## src/rtl/htw_pkg.sv

```systemverilog
// Shared constants, codes and the timer entry type for the timing wheel.
package htw_pkg;

  localparam int ID_W        = 5;
  localparam int TIMERS      = 1 << ID_W;
  localparam int SLOT_W      = 6;
  localparam int WHEEL_SLOTS = 1 << SLOT_W;
  localparam int TO_W        = 24;
  localparam int MAG_W       = TO_W - 1;
  localparam int TURNS_W     = MAG_W - SLOT_W;
  localparam int TS_W        = 12;
  localparam int CNT_W       = $clog2(MAG_W + 1);
  localparam int OP_W        = 2;
  localparam int KIND_W      = 3;

  localparam logic [OP_W-1:0] OP_INSERT = 2'd0;
  localparam logic [OP_W-1:0] OP_REMOVE = 2'd1;
  localparam logic [OP_W-1:0] OP_ADJUST = 2'd2;
  localparam logic [OP_W-1:0] OP_TICK   = 2'd3;

  localparam logic [KIND_W-1:0] K_INSERT  = 3'd0;
  localparam logic [KIND_W-1:0] K_REMOVE  = 3'd1;
  localparam logic [KIND_W-1:0] K_ADJUST  = 3'd2;
  localparam logic [KIND_W-1:0] K_EXPIRED = 3'd3;
  localparam logic [KIND_W-1:0] K_DONE    = 3'd4;

  localparam logic [TS_W-1:0] TICK_RESET = 12'd1;

  typedef struct packed {
    logic               valid;
    logic [SLOT_W-1:0]  slot;
    logic [TURNS_W-1:0] turns;
  } entry_t;

endpackage

```

## src/rtl/htw_cell.sv

```systemverilog
// One timer entry of the rotating ring; takes its neighbor's entry on each shift.
module htw_cell (
  input  logic            clk,
  input  logic            rst,
  input  logic            shift,
  input  htw_pkg::entry_t d,
  output htw_pkg::entry_t q
);
  import htw_pkg::*;

  // only the valid bit is reset; slot and turns are read only behind it
  always_ff @(posedge clk) begin
    if (rst) begin
      q.valid <= 1'b0;
    end else if (shift) begin
      q.valid <= d.valid;
    end
    if (shift) begin
      q.slot  <= d.slot;
      q.turns <= d.turns;
    end
  end

endmodule

```

## src/rtl/htw_div.sv

```systemverilog
// Restoring divider, one quotient bit per cycle: timeout over tick length.
module htw_div (
  input  logic                      clk,
  input  logic                      rst,
  input  logic                      start,
  input  logic [htw_pkg::MAG_W-1:0] dividend,
  input  logic [htw_pkg::TS_W-1:0]  divisor,
  output logic                      busy,
  output logic [htw_pkg::MAG_W-1:0] quot
);
  import htw_pkg::*;

  logic [TS_W-1:0]  rem;
  logic [TS_W-1:0]  dsr;
  logic [CNT_W-1:0] cnt;
  logic [TS_W:0]    shifted;
  logic [TS_W-1:0]  diff;
  logic             ge;

  // remainder stays below the divisor, so the difference fits TS_W bits
  assign shifted = {rem, quot[MAG_W-1]};
  assign ge      = (shifted >= {1'b0, dsr});
  assign diff    = shifted[TS_W-1:0] - dsr;

  always_ff @(posedge clk) begin
    if (rst) begin
      busy <= 1'b0;
    end else if (start) begin
      busy <= 1'b1;
    end else if (busy && cnt == CNT_W'(MAG_W - 1)) begin
      busy <= 1'b0;
    end
  end

  always_ff @(posedge clk) begin
    if (start) begin
      rem  <= '0;
      quot <= dividend;
      dsr  <= divisor;
      cnt  <= '0;
    end else if (busy) begin
      rem  <= ge ? diff : shifted[TS_W-1:0];
      quot <= {quot[MAG_W-2:0], ge};
      cnt  <= cnt + 1'b1;
    end
  end

endmodule

```

## src/rtl/hashed_timing_wheel_unit.sv

```systemverilog
// Hashed timing wheel: 32 timer entries in a rotating ring of cells, processed at the head.
// Remove and tick scan the whole ring once; a tick scan waits while an output stall holds back an expired word.
// Insert and adjust run the divide before the scan; a negative timeout skips both and goes straight to the reply.
// One word at a time; a finished reply may wait in the output register meanwhile.
// Synchronous reset clears all valid bits and the wheel position, tick length back to 1.
module hashed_timing_wheel_unit (
  input  logic                             clk,
  input  logic                             rst,
  input  logic                             cfg_write,
  input  logic [htw_pkg::TS_W-1:0]         cfg_data,
  input  logic                             in_valid,
  output logic                             in_stall,
  input  logic [htw_pkg::OP_W-1:0]         operation,
  input  logic [htw_pkg::ID_W-1:0]         timer_id,
  input  logic signed [htw_pkg::TO_W-1:0]  timeout_seconds,
  output logic                             out_valid,
  input  logic                             out_stall,
  output logic [htw_pkg::KIND_W-1:0]       kind,
  output logic                             status,
  output logic [htw_pkg::ID_W-1:0]         handle,
  output logic                             last
);
  import htw_pkg::*;

  localparam logic [1:0] ST_IDLE  = 2'd0;
  localparam logic [1:0] ST_DIV   = 2'd1;
  localparam logic [1:0] ST_SCAN  = 2'd2;
  localparam logic [1:0] ST_REPLY = 2'd3;

  logic [1:0]        state;
  logic [OP_W-1:0]   op_r;
  logic [ID_W-1:0]   id_r;
  logic [ID_W-1:0]   hand_r;
  logic [ID_W-1:0]   scan_cnt;
  logic              ok_r;
  logic [SLOT_W-1:0] cur_slot;
  logic [TS_W-1:0]   tick_len;

  logic              in_acc;
  logic              out_free;
  logic              step;
  logic              emit;
  logic              ok_set;
  logic              div_start;
  logic              div_busy;
  logic [MAG_W-1:0]  div_quot;
  logic [TS_W-1:0]   divisor;
  logic              is_short;
  logic [SLOT_W-1:0] new_slot;
  logic [TURNS_W-1:0] new_turns;
  entry_t            head_next;
  entry_t            cell_d [TIMERS];
  entry_t            cell_q [TIMERS];
  logic [KIND_W-1:0] reply_kind;

  assign in_stall = rst || (state != ST_IDLE);
  assign in_acc   = in_valid && !in_stall;
  assign out_free = !out_valid || !out_stall;

  always_ff @(posedge clk) begin
    if (rst) begin
      tick_len <= TICK_RESET;
    end else if (cfg_write) begin
      tick_len <= cfg_data;
    end
  end

  // zero tick length counts as one second
  assign divisor   = (tick_len == '0) ? TS_W'(1) : tick_len;
  assign div_start = in_acc && (operation == OP_INSERT || operation == OP_ADJUST)
                     && !timeout_seconds[TO_W-1];

  htw_div u_div (
    .clk      (clk),
    .rst      (rst),
    .start    (div_start),
    .dividend (timeout_seconds[MAG_W-1:0]),
    .divisor  (divisor),
    .busy     (div_busy),
    .quot     (div_quot)
  );

  // sub-tick timeouts land in the next slot
  assign is_short  = (div_quot == '0);
  assign new_slot  = is_short ? cur_slot + 1'b1 : cur_slot + div_quot[SLOT_W-1:0];
  assign new_turns = is_short ? '0 : div_quot[MAG_W-1:SLOT_W];

  // head cell update; head holds handle scan_cnt
  always_comb begin
    head_next = cell_q[0];
    emit      = 1'b0;
    ok_set    = 1'b0;
    unique case (op_r)
      OP_INSERT: begin
        if (!ok_r && !cell_q[0].valid) begin
          head_next.valid = 1'b1;
          head_next.slot  = new_slot;
          head_next.turns = new_turns;
          ok_set          = 1'b1;
        end
      end
      OP_REMOVE: begin
        if (scan_cnt == id_r && cell_q[0].valid) begin
          head_next.valid = 1'b0;
          ok_set          = 1'b1;
        end
      end
      OP_ADJUST: begin
        if (scan_cnt == id_r && cell_q[0].valid) begin
          head_next.slot  = new_slot;
          head_next.turns = new_turns;
          ok_set          = 1'b1;
        end
      end
      OP_TICK: begin
        if (cell_q[0].valid && cell_q[0].slot == cur_slot) begin
          if (cell_q[0].turns != '0) begin
            head_next.turns = cell_q[0].turns - 1'b1;
          end else begin
            head_next.valid = 1'b0;
            emit            = 1'b1;
          end
        end
      end
      default: ;
    endcase
  end

  assign step = (state == ST_SCAN) && (!emit || out_free);

  genvar k;
  generate
    for (k = 0; k < TIMERS; k++) begin : g_cell
      if (k == TIMERS - 1) begin : g_tail
        assign cell_d[k] = head_next;
      end else begin : g_link
        assign cell_d[k] = cell_q[k+1];
      end
      htw_cell u_cell (
        .clk   (clk),
        .rst   (rst),
        .shift (step),
        .d     (cell_d[k]),
        .q     (cell_q[k])
      );
    end
  endgenerate

  always_comb begin
    unique case (op_r)
      OP_INSERT: reply_kind = K_INSERT;
      OP_REMOVE: reply_kind = K_REMOVE;
      OP_ADJUST: reply_kind = K_ADJUST;
      OP_TICK:   reply_kind = K_DONE;
      default:   reply_kind = K_DONE;
    endcase
  end

  always_ff @(posedge clk) begin
    if (rst) begin
      state    <= ST_IDLE;
      cur_slot <= '0;
      ok_r     <= 1'b0;
    end else begin
      unique case (state)
        ST_IDLE: begin
          if (in_acc) begin
            ok_r <= 1'b0;
            if (operation == OP_INSERT || operation == OP_ADJUST) begin
              state <= timeout_seconds[TO_W-1] ? ST_REPLY : ST_DIV;
            end else begin
              state <= ST_SCAN;
            end
          end
        end
        ST_DIV: begin
          if (!div_busy) begin
            state <= ST_SCAN;
          end
        end
        ST_SCAN: begin
          if (step) begin
            if (ok_set) begin
              ok_r <= 1'b1;
            end
            if (scan_cnt == ID_W'(TIMERS - 1)) begin
              state <= ST_REPLY;
            end
          end
        end
        ST_REPLY: begin
          if (out_free) begin
            state <= ST_IDLE;
            if (op_r == OP_TICK) begin
              cur_slot <= cur_slot + 1'b1;
            end
          end
        end
        default: state <= ST_IDLE;
      endcase
    end
  end

  always_ff @(posedge clk) begin
    if (in_acc) begin
      op_r     <= operation;
      id_r     <= timer_id;
      hand_r   <= '0;
      scan_cnt <= '0;
    end else if (step) begin
      scan_cnt <= scan_cnt + 1'b1;
      if (ok_set && op_r == OP_INSERT) begin
        hand_r <= scan_cnt;
      end
    end
  end

  // output word register
  always_ff @(posedge clk) begin
    if (rst) begin
      out_valid <= 1'b0;
    end else if ((step && emit) || (state == ST_REPLY && out_free)) begin
      out_valid <= 1'b1;
    end else if (!out_stall) begin
      out_valid <= 1'b0;
    end
  end

  always_ff @(posedge clk) begin
    if (step && emit) begin
      kind   <= K_EXPIRED;
      status <= 1'b0;
      handle <= scan_cnt;
      last   <= 1'b0;
    end else if (state == ST_REPLY && out_free) begin
      kind   <= reply_kind;
      status <= (op_r == OP_TICK) ? 1'b0 : !ok_r;
      last   <= 1'b1;
      if (op_r == OP_TICK) begin
        handle <= '0;
      end else if (op_r == OP_INSERT) begin
        handle <= ok_r ? hand_r : '0;
      end else begin
        handle <= id_r;
      end
    end
  end

endmodule

```

## config.mk

```make
export PLATFORM = sky130hd
export DESIGN_NAME = hashed_timing_wheel_unit
export DESIGN_NICKNAME = d
export VERILOG_FILES = /design/src/rtl/htw_pkg.sv /design/src/rtl/htw_cell.sv /design/src/rtl/htw_div.sv /design/src/rtl/hashed_timing_wheel_unit.sv
export SDC_FILE = /design/constraint.sdc
export NUM_CORES = 1
export LEC_CHECK = 0
export ABC_AREA = 0
export BUFFER_PORTS_ARGS = -buffer_cell sky130_fd_sc_hd__clkbuf_2
export CAP_MARGIN = 20
export CORE_ASPECT_RATIO = 0.9
export CORE_MARGIN = 4
export CORE_UTILIZATION = 55
export DETAILED_ROUTE_END_ITERATION = 6
export PLACE_DENSITY = 0.74
export SKIP_LAST_GASP = 1
export SLEW_MARGIN = 20
export SYNTH_ARGS = -nofsm -noshare
export SYNTH_HDL_FRONTEND = slang
export SYNTH_SLANG_ARGS = --single-unit
```

## constraint.sdc

```tcl
create_clock -name clk -period 11.7 [get_ports clk]
set_input_delay 1.755 -clock clk [delete_from_list [all_inputs] [get_ports clk]]
set_output_delay 1.755 -clock clk [all_outputs]
set_load 0.005 [all_outputs]
```

After elaboration in Yosys (flattened, before gate mapping):

Index checks and enable logic that the tools add are counted.

* logic and storage cells: 222
* output and inout port bits: 12
* bits in registers: 870

* eq/ne operators: 18
* order comparisons: 1
* multiplexer cells: 44
* add/subtract/negate cells: 6
* reductions and logical operators: 39

Operators by type and width (number)
* 23-bit two-way mux: 3
* 17-bit two-way mux: 3
* 17-bit one-hot mux with 3 select lines: 1
* 5-bit two-way mux: 5
* 24-bit two-way mux: 1
* 23-bit logical NOT: 1
* 17-bit nonzero test: 1
* 17-bit by 1-bit subtractor with 17-bit output (second input constant): 1
* 1-bit two-way mux: 16
* 2-bit two-way mux: 7
* 13-bit by 12-bit greater-or-equal comparator with 1-bit output: 1
* 12-bit logical NOT: 1
* 12-bit two-way mux: 1
* 3-bit one-hot mux with 4 select lines: 1
* 6-bit one-hot mux with 2 select lines: 1
* 12-bit subtractor: 1
* 1-bit logical AND: 11
* 5-bit by 1-bit adder with 5-bit output (second input constant): 2
* 2-bit equality test (second input constant): 5
* 5-bit equality test (second input constant): 2
* 2-bit != test (second input constant): 5
* 2-bit nonzero test: 5
* 2-bit one-hot mux with 4 select lines: 1
* 1-bit logical NOT: 7
* other kinds (16): 25

Depth between registers and ports, before layout:

Gate-level depths: netlist of the first run.

* depth after elaboration: 10
* mapped depth: 11

Cells and area by module:

Synthesis of the first run repeated with hierarchy kept, for this count alone.

* cells, all modules: 1531
* area total of the unflattened synthesis: 29568.4 µm²

By module, submodules not included
* htw_cell: area each 724.4 µm², times used 32, cells an instance 26, sequential area each 710.7 µm²
* hashed_timing_wheel_unit: area each 3658.5 µm², times used 1, cells an instance 456, sequential area each 1101.1 µm²
* htw_div: area each 2727.6 µm², times used 1, cells an instance 243, sequential area each 1411.4 µm²

Worst setup path before layout of the first run:

No wires, ideal clock.

* path kind: input -> register
* start: input port out_stall
* end: register g_cell[0].u_cell.q[0] (netlist name) (enable)
* library setup time: 785 ps
* arrival time: 10923 ps
* path buffers: 2
* stages on the path: 5
* path slack: -8 ps
* cell sequence: nand2_1 -> o41ai_4 -> inv_2 -> buf_2 -> buf_2

* word-level cells in the longest chain between the ends: 4

Ends and longest elaborated chain
* start, declared: line hashed_timing_wheel_unit.sv:17 `input logic out_stall,`
* 1-bit logical NOT
* 1-bit logical OR: line hashed_timing_wheel_unit.sv:58 `assign out_free = !out_valid || !out_stall;`
* 1-bit logical OR: line hashed_timing_wheel_unit.sv:129 `assign step = (state == ST_SCAN) && (!emit || out_free);`
* 1-bit logical AND: line hashed_timing_wheel_unit.sv:129
* via g_cell[0].u_cell.shift: line htw_cell.sv:5 `input logic shift,`
* end, declared: line htw_cell.sv:7 `output htw_pkg::entry_t q`

The timed path passes the listed nets, and every way through them passes these cells.
A chain may end at the register's enable or synchronous reset.

Worst setup path in the final report of the first run:

* start: input port out_stall
* end: register g_cell[9].u_cell.q[4] (netlist name) (enable)

* word-level cells in the longest chain between the ends: 4

Ends and longest elaborated chain (line)
* 1-bit logical NOT
* 1-bit logical OR: hashed_timing_wheel_unit.sv:58
* 1-bit logical OR: hashed_timing_wheel_unit.sv:129
* 1-bit logical AND: hashed_timing_wheel_unit.sv:129
* end, declared: htw_cell.sv:7

Every way passes these cells.

==> results of run 1 <==
## path summary, 6_finish.rpt
kind                            from                      end  slack, ps  cells after the start
max                        out_stall    g_cell[9].u_cell.q[4]       7080                      7
min reg2reg  g_cell[21].u_cell.q[13]  g_cell[20].u_cell.q[13]        400                      0
min          g_cell[21].u_cell.q[13]  g_cell[20].u_cell.q[13]        400                      0
max reg2reg   g_cell[0].u_cell.q[22]    g_cell[9].u_cell.q[4]       7350                      8
## logic make-up after synthesis
logic type	synth area share [%]
compound gates	3.985
xor+xnor	1.101
fa+ha+maj	1.497
buf+inv	1.161
flops	85.83
mux	1.131
simple gates	5.294
## area by class of cell
type / count / area [um2] / share of cell area (%)
inverters: 36 / 142.6 / 0.4311
clock buffers: 95 / 2101 / 6.349
flip-flops and latches: 870 / 25260 / 76.33
well taps: 697 / 872.1 / 2.636
clock inverters: 53 / 493.0 / 1.490
multi-input cells: 646 / 3830 / 11.58
repair buffers: 68 / 391.6 / 1.184
## layer usage
metal  vias up  GRT usage [%]  share of wire, %
li1       6266              -                 -
met1      6596          25.33                48
met2       362          23.22                44
met3        98          3.610               5.3
met4         0          5.107               2.4
met5         -              0                 0
## worst max-delay path, delay by kind of cell
kind            cells  cell delay (ps)
compound gates      1              120
buf+inv             5             2460
simple gates        1              240
## flip-flops by register name, summed over array words and instances (netlist names)
name	cells
kind	3
u_div.busy	1
tick_len	12
u_div.cnt	5
last	1
u_div.quot	23
state	2
status	1
u_div.dsr	12
ok_r	1
g_cell.u_cell.q	768
id_r	5
cur_slot	6
op_r	2
handle	5
u_div.rem	12
out_valid	1
scan_cnt	5
hand_r	5
## cell usage after synthesis (all sizes together) (3+ instances only)
cell	number
clkinv	4
or3	6
o22ai	4
nor2b	5
buf	11
and3	8
nand2	174
o21a	5
nand2b	5
nor4	14
o31ai	4
edfxtp	783
o21ai	41
dfxtp	87
a22o	5
a22oi	5
inv	32
o211ai	4
a211oi	5
a21o	6
xor2	19
nand4	10
nor3	18
a21oi	83
nor2	73
clkbuf	41
a31oi	11
nand3	20
xnor2	18
and2	5
mux2i	31
ha	32
or2	3
a211o	3
## power groups by stage
stage | clock (mW) | combinational, mW | sequential [mW]
after floorplan | 0 | 0.579 | 4.95
after global placement | 0 | 0.740 | 4.98
after detailed placement | 0 | 0.768 | 4.99
after CTS | 2.63 | 0.766 | 4.99
after global routing | 2.77 | 0.860 | 5.06
final | 2.57 | 0.765 | 4.96
## per-stage QoR
step,setup slack [ps],instance area [um2],hold WS [ps],utilization (%),std cells
final,7082,33090,403.9,62.48,2465
after global routing,6791,33090,416.0,62.48,2465
after CTS,6975,33080,405.7,62.47,2465
after detailed placement,6283,30490,404.5,57.58,2317
after global placement,6299,30480,401.0,57.57,2317
after floorplan,3920,29430,400.3,-,1604
## cell usage in the layout, fill, tap and decap left out, types with 6 or more instances in the layout
cell type  synthesis  layout
nor2_1            73      73
nor4_1            13      13
xor2_1            19      19
nand3_1           20      20
edfxtp_1         783     783
or3_1              6       6
nand2_1          174     173
buf_4              0       6
o21ai_0           40      40
mux2i_1           31      31
a21o_1             6       6
clkinv_2           0      16
clkbuf_16          0      82
nor3_1            18      18
clkbuf_2           0      58
a21oi_1           83      83
and3_1             8       8
clkbuf_1          41      13
inv_1             31      31
dfxtp_1           87      86
nand4_1           10      10
ha_1              32      32
xnor2_1           18      18
a31oi_1           11      11
clkinv_1           4      20
bufinv_16          0       7
==> run summary, run 1 <==
Initial DRC Count - 1190
Top Ports - 60
Net Sw Frac - 24.02%
Die X - 251.8 um
Sw Pwr - 1.992 mW
CP peak stage delay - 770 ps
Design Power - 8.291 mW
Synthesized instance count - 1604
DRC viols - 0
Largest net degree at the start of global routing - 215
Postcts setup bufs - 0
Most used cell along the critical path - buf_12
VDD IR max - 163.0 uV
Antenna violations before repair - 1
Final net count - 1785
Buffer depth of the longest clock path - 3
Register area share after synthesis - 85.83%
Cell Int Power - 6.299 mW
Most area-hungry cell type in the Yosys netlist - edfxtp_1
Pre-antenna DRT Iters - 5
Vias in the first global route - 12880
RSZ-0062 raised after global routing - no
Largest cells by area after synthesis - edfxtp_1, dfxtp_1, nand2_1
Core area - 0.05295 mm2
Clock transition at path regs - 70 ps
Starting density of the core - 55.57%
CP max-delay cell - buf_12
Startpoint type of the worst setup path - input port
FILL cells - 3590
# Max-Cap Violations - 0
Worst EP arrival - 4840 ps
Cts hold-fix bufs - 0
CTS H-tree depth - 3
Crit end category - flop
Ys flop type - edfxtp_1
CTS buffer count - 81
DPL Wire Length - 24790 um
Final setup viols - 0
Final wirelength - 45730 um
Post-route ant nets - 0
Slew @ Worst Pin - 1106 ps
Unique masters post-synth - 58
Final Cycle Share - 39.47%
Total number of yosys warnings - 0
Critical path cell sequence - clkbuf_2 > nand2_1 > o41ai_4 > buf_4 > inv_8 > buf_12 > buf_12
First-pass GRT wire length - 72360 um
CP Class - in -> reg
GRT Overall Usage - 16.22%
Clock skew - 25.41 ps
Root Buffer - clkbuf_16
Reg power frac - 59.8%
Synthesized flop and latch total - 870
Comb pwr share - 9.2%
Status - complete, no violations
Number of synthesized flops with an enable pin - 783
Yosys top cell area share - 79.91%
RD Place Congestion - 0.8716
Setup TNS Final - 0 ps
Die Area - 0.05727 mm2
Die H - 227.4 um
Std cell rows - 80
Ant. Diodes - 0
I/O Buffers - 59
Syn nets - 1686
Via density - 5.404
Fraction of layout cells with a size suffix above 1 - 11.37%
Worst path required time - 11920 ps
Slew Limit Fails - 0
Synth async-reset ratio - 0%
Min-delay worst type - reg -> reg
Syn Area/Cell - 18.34 um2
Mapped Area - 0.02942 mm2
Area Overhead vs Synth - 12.45%
Worst Path Max Fanout - 214
Leak Pwr - 11.17 nW
Hold Violations, Final - 0
Pwr/cell area - 250.6 mW/mm2
Clk sinks - 870
Post-cts sizing count - 0
CTS tree - done
Clock power frac - 31.0%
Wire per inst - 18.55 um
Clk_lat worst skew - 620 ps
FMAX - 0.2166 GHz
GR Overflow Total - 0
Slew headroom - 26.27%
Minimum clock period - 4618 ps
Via Count - 13320
Power figures use the tool's default switching activity.
==> inputs of run 2 (changes only) <==
PLACE_DENSITY = 0.71   (was 0.74)
clock period = 4.4 ns   (was 11.7 ns; I/O delays follow)
==> run 2 against run 1 <==
  * Core utilization is 0.34 points higher
  * Register-to-register slack worse by 6400 ps
  * Largest cell class unchanged
  * Highest routed layer unchanged
  * Critical path depth is 1 lower
  * First-iteration DRC count increased by 0.92%
  * Clock-buffer cell count grew 9
  * Total power grew to 2.7 times the previous value
  * Design area up 0.54%
  * Flip-flop and latch count is the same
  * Clock power grew to 2.7 times the previous value
==> run summary, run 2 (synthesis gave the netlist of run 1 again) <==
Antenna violations before repair - 0 (-1)
Via Count - 13310 (-0.12%)
FF-to-FF Start - g_cell[0].u_cell.q[5]
Hold Slack - 220.4 ps (-183.5 ps)
Status - complete, no violations
Die X - 251.8 um (unchanged)
VDD IR max - 423.8 uV (+160%)
Core area - 0.05295 mm2 (unchanged)
Largest net degree at the start of global routing - 157 (-27%)
Cts hold-fix bufs - 0 (unchanged)
Post-route ant nets - 0 (unchanged)
Hold Violations, Final - 0 (unchanged)
Buffer depth of the longest clock path - 3 (unchanged)
CTS H-tree depth - 3 (unchanged)
Max reg flops - 768 (unchanged)
R2R depth - 6 (-2)
DRC viols - 0 (unchanged)
Minimum clock period - 3407 ps
WHS Endpoint - id_r[1]
Crit end category - flop
CP Class - reg -> reg
Worst EP arrival - 3690 ps (-1150 ps)
Postcts setup bufs - 0 (unchanged)
Setup TNS Final - 0 ps (unchanged)
Net Sw Frac - 23.52% (-0.50 points)
Initial DRC Count - 1201 (+0.92%)
Worst Path Max Fanout - 156 (-27%)
Worst slack at placement - 1055 ps (-5228 ps)
Clock power frac - 31.7% (+0.7 points)
Worst path required time - 4680 ps (-7240 ps)
Cell Int Power - 17.02 mW (+170%)
GR Overflow Total - 0 (unchanged)
Ant. Diodes - 0 (unchanged)
Startpoint type of the worst setup path - flop
Pre-antenna DRT Iters - 5 (unchanged)
Clock skew - 26.44 ps (+1.033 ps)
Slew Limit Fails - 0 (unchanged)
Final net count - 1793 (+0.45%)
Wire per inst - 18.04 um (-2.8%)
Pwr/cell area - 669.2 mW/mm2 (+170%)
Final wirelength - 44640 um (-2.4%)
CTS buffer count - 82 (+1.2%)
Root Buffer - clkbuf_16
Post-cts sizing count - 0 (unchanged)
Final Cycle Share - 77.44%
Most frequent cells in the layout - edfxtp_1, nand2_1, dfxtp_1
DPL Wire Length - 24640 um (-0.60%)
Via density - 5.376 (-0.52%)
CTS tree - done
Clk sinks - 870 (unchanged)
Slew headroom - 30.21% (+3.9 points)
Slew @ Worst Pin - 1047 ps (-59.13 ps)
Starting density of the core - 55.57% (unchanged)
# Max-Cap Violations - 0 (unchanged)
FMAX - 0.2935 GHz
Hold Startpoint - timer_id[1]
Die H - 227.4 um (unchanged)
Min-delay worst type - in -> reg
R2R Setup Slk - 990 ps (-6360 ps)
Vias in the first global route - 12930 (+0.36%)
Hold path cells - 1 (+1)
Final setup viols - 0 (unchanged)
DP Cell Count - 2324 (+0.30%)
First-pass GRT wire length - 71760 um (-0.83%)
GRT Overall Usage - 15.84% (-0.38 points)
Leading cell type in the layout, fill and taps excluded - edfxtp_1
Comb pwr share - 9.4% (+0.2 points)
Top Ports - 60 (unchanged)
Setup ws final - 992.7 ps (-6090 ps)
RD Place Congestion - 0.9306 (+6.8%)
Std cell rows - 80 (unchanged)
Regs by FF count - g_cell.u_cell.q x768, u_div.quot x23
Non-Filler Instances - 2475 (+0.41%)
Most flops, register - g_cell.u_cell.q
Reg power frac - 58.9% (-0.9 points)
I/O Buffers - 59 (unchanged)
Leak Pwr - 11.26 nW (+0.79%)
Design Power - 22.26 mW (+170%)
Die Area - 0.05727 mm2 (unchanged)
RSZ-0062 raised after global routing - no
RR Endpoint - g_cell[7].u_cell.q[20]
Sw Pwr - 5.236 mW (+160%)
Fraction of layout cells with a size suffix above 1 - 11.47% (+0.10 points)
Clock transition at path regs - 60 ps (about the same)
Clk_lat worst skew - 610 ps (about the same)
Area Overhead vs Synth - 13.06%
## run 2: cell types whose count changed in the layout (fill, tap and decap cells not counted), moves of 3 or more
cell,delta
clkbuf_1,+8
buf_4,+5
bufinv_16,+4
buf_12,+3
clkinv_1,-3
## run 2: per-layer routing
layer	wire, um	GRT usage [%]	vias up
met5	0	0	-
met4	1114	4.769	0
met3	2851	3.393	82
met2	19040	22.32	408
met1	21640	25.25	6539
li1	-	-	6277
## run 2: final cells by class
cell class              count  area, um2
fillers                  3577      19690
repair buffers             75      478.0
multi-input cells         646       3827
flip-flops and latches    870      25250
clock inverters            47      546.8
well taps                 697      872.1
inverters                  36      142.6
clock buffers             104       2145
## run 2: power groups by stage
| stage | Clock, mW | Combinational [mW] | Sequential [mW] |
|---|---|---|---|
| after floorplan | 0 | 1.55 | 12.9 |
| after global placement | 0 | 2.02 | 13.2 |
| after detailed placement | 0 | 2.09 | 13.2 |
| after CTS | 7.22 | 2.09 | 13.2 |
| after global routing | 7.60 | 2.32 | 13.4 |
| final | 7.06 | 2.08 | 13.1 |
## run 2: metrics by stage
step / cell area, um2 / util (%)
6_report: 33270 / 62.82
3_5_place_dp: 30570 / 57.74
3_3_place_gp: 30570 / 57.74
5_1_grt: 33270 / 62.82
2_1_floorplan: 29440 / -
4_1_cts: 33270 / 62.82
## run 2: how the worst max path moves through the flow
stage	cells past startpoint	to	slack, ps	startpoint
6_report	6	g_cell[7].u_cell.q[20]	990	g_cell[0].u_cell.q[5]
5_1_grt	6	g_cell[13].u_cell.q[20]	800	g_cell[0].u_cell.q[7]
4_1_cts	6	g_cell[20].u_cell.q[20]	1050	g_cell[0].u_cell.q[5]
3_5_place_dp	6	g_cell[19].u_cell.q[20]	1060	g_cell[0].u_cell.q[5]
3_3_place_gp	6	g_cell[14].u_cell.q[20]	1060	g_cell[0].u_cell.q[9]
2_1_floorplan	9	g_cell[0].u_cell.q[0]	530	cur_slot[2]
## run 2: worst max-delay path, stage by stage, from the launching register on
cell and delay [ps]:
edfxtp_1 480, nor4_4 380, nand3_1 180, or3_1 530, o41ai_4 480, inv_8 390
buf_4 510
==> inputs of run 3 (changes only) <==
clock period = 3.2 ns   (was 4.4 ns; I/O delays follow)
==> run 3 against run 2 <==
  * Fmax rose by 15%
  * Non-clock buffer count grew 20
  * Clock skew is 1.3 ps higher
  * Highest routed layer unchanged
  * Setup slack worse by 760 ps
==> run summary, run 3 (synthesis gave the netlist of run 1 again) <==
CP peak stage delay - 640 ps (+110 ps)
Die Area - 0.05727 mm2 (unchanged)
Wire per inst - 18.21 um (+0.93%)
Std cell rows - 80 (unchanged)
FILL cells - 3559 (-0.50%)
Clock skew - 27.76 ps (+1.322 ps)
R2R Setup Slk - 240 ps (-760 ps)
Largest net degree at the start of global routing - 144 (-8.3%)
Crit end category - flop
Leading cell type in the layout, fill and taps excluded - edfxtp_1
Top Ports - 60 (unchanged)
# Max-Cap Violations - 0 (unchanged)
Initial DRC Count - 1659 (+38%)
Final wirelength - 45300 um (+1.5%)
Pre-antenna DRT Iters - 6 (+1)
Hold Slack - 48.44 ps (-171.9 ps)
CP endpoint - handle[4]
CP Class - reg -> reg
Clock transition at path regs - 60 ps (about the same)
Wire length on met2 - 19790 um (+3.9%)
Starting density of the core - 55.57% (unchanged)
Startpoint type of the worst setup path - flop
Worst EP arrival - 3400 ps (-290 ps)
Final setup viols - 0 (unchanged)
Hold Violations, Final - 0 (unchanged)
Hold path cells - 1 (unchanged)
Root Buffer - clkbuf_16
Highest Signal Layer - met4
Worst slack at placement - 314.1 ps (-741.1 ps)
Via density - 5.410 (+0.63%)
Final net count - 1811 (+1.0%)
Post-route ant nets - 0 (unchanged)
Setup ws final - 235.9 ps (-756.8 ps)
DRC viols - 0 (unchanged)
GRT Overall Usage - 16.16% (+0.32 points)
Slew Limit Fails - 0 (unchanged)
Design Area, Final - 0.03333 mm2 (+0.19%)
Worst Path Max Fanout - 8 (-95%)
Area Overhead vs Synth - 13.28%
Slew @ Worst Pin - 747.2 ps (-299.7 ps)
Routed wl met3 - 2816 um (-1.2%)
Post-cts sizing count - 0 (unchanged)
Most flops, register - g_cell.u_cell.q
Final Cycle Share - 92.63% (+15 points)
VDD IR max - 846.6 uV (+100%)
Min-delay worst type - in -> reg
CTS H-tree depth - 3 (unchanged)
I/O Buffers - 59 (unchanged)
WL met1 - 21300 um (-1.6%)
Worst Setup SP - g_cell[0].u_cell.q[7]
GR Overflow Total - 0 (unchanged)
Most frequent cells in the layout - edfxtp_1, nand2_1, dfxtp_1
Status - complete, no violations
Setup TNS Final - 0 ps (unchanged)
FF-to-FF Start - g_cell[0].u_cell.q[7]
Design Power - 30.16 mW (+35%)
CTS tree - done
First-pass GRT wire length - 72420 um (+0.92%)
Max reg flops - 768 (unchanged)
Postcts setup bufs - 0 (unchanged)
DP Cell Count - 2344 (+0.86%)
Slew headroom - 50.06% (+20 points)
Multi-input gate area - 0.003827 mm2 (unchanged)
Reg area - 0.02525 mm2 (unchanged)
Regs by FF count - g_cell.u_cell.q x768, u_div.quot x23
Clk_lat worst skew - 610 ps (about the same)
DPL Wire Length - 26080 um (+5.8%)
FMAX - 0.3374 GHz (+15%)
Minimum clock period - 2964 ps (-443.2 ps)
Pwr/cell area - 905.0 mW/mm2 (+35%)
Buffer depth of the longest clock path - 3 (unchanged)
Worst path required time - 3640 ps (-1040 ps)
Core area - 0.05295 mm2 (unchanged)
Die X - 251.8 um (unchanged)
CTS buffer count - 80 (-2.4%)
Antenna violations before repair - 1 (+1)
Critical path cell sequence - nor4_1 > nand3_1 > or3_1 > nor4b_1 > and2_1 > nand2_1 > o21ai_0
Via Count - 13460 (+1.2%)
Clk sinks - 870 (unchanged)
RSZ-0062 raised after global routing - no
Vias in the first global route - 13090 (+1.2%)
Cts hold-fix bufs - 0 (unchanged)
R2R depth - 7 (+1)
Leak Pwr - 11.30 nW (+0.39%)
Die H - 227.4 um (unchanged)
Non-Filler Instances - 2488 (+0.53%)
Ant. Diodes - 0 (unchanged)
Util after Layout - 62.94% (+0.12 points)
RR Endpoint - handle[4]
CP max-delay cell - nor4b_1
Fraction of layout cells with a size suffix above 1 - 12.45% (+0.98 points)
Post-DP Area - 0.03084 mm2 (+0.86%)
RD Place Congestion - 0.8949 (-3.8%)
## run 3: cell types whose count changed in the layout (fill, tap and decap cells not counted), moves of 2 or more
| cell | delta |
|---|---|
| buf_4 | +11 |
| buf_12 | +9 |
| clkbuf_1 | -9 |
| clkinv_2 | +8 |
| bufinv_16 | -5 |
| inv_6 | -4 |
| clkinv_1 | +3 |
| clkinvlp_4 | +3 |
| clkinv_4 | -2 |
## run 3: per-layer routing
metal | up-vias | GRT usage, %
met5 | - | 0
met4 | 0 | 5.641
met3 | 111 | 3.598
met2 | 405 | 23.23
met1 | 6621 | 24.89
li1 | 6323 | -
## run 3: worst min-delay path by stage
stage / from / to
final: operation[1] / op_r[1]
after global routing: timer_id[1] / id_r[1]
after CTS: timer_id[1] / id_r[1]
after detailed placement: g_cell[11].u_cell.q[13] / g_cell[10].u_cell.q[13]
after global placement: g_cell[13].u_cell.q[6] / g_cell[12].u_cell.q[6]
after floorplan: g_cell[1].u_cell.q[0] / g_cell[0].u_cell.q[0]
## run 3: final cells by class
class                           count  share of cell area [%]
Inverter                           36                  0.4280
Multi-Input combinational cell    646                   11.48
Tap cell                          697                   2.617
Timing Repair Buffer               95                   2.222
Sequential cell                   870                   75.77
Clock inverter                     51                   1.261
Clock buffer                       93                   6.217
## run 3: critical path, delay by kind of cell (launching register included)
family / cells / cell delay (ps)
and+or+nand+nor: 6 / 2240
DFF: 1 / 450
AOI/OAI and AO/OA: 1 / 110
## run 3: where the power goes
| part | switching, mW | leakage, nW | total [mW] | internal, mW |
|---|---|---|---|---|
| Sequential | 1.21 | 7.91 | 18.1 | 16.9 |
| Clock | 3.93 | 1.23 | 9.06 | 5.13 |
| Combinational | 2.02 | 2.16 | 3.03 | 1.01 |
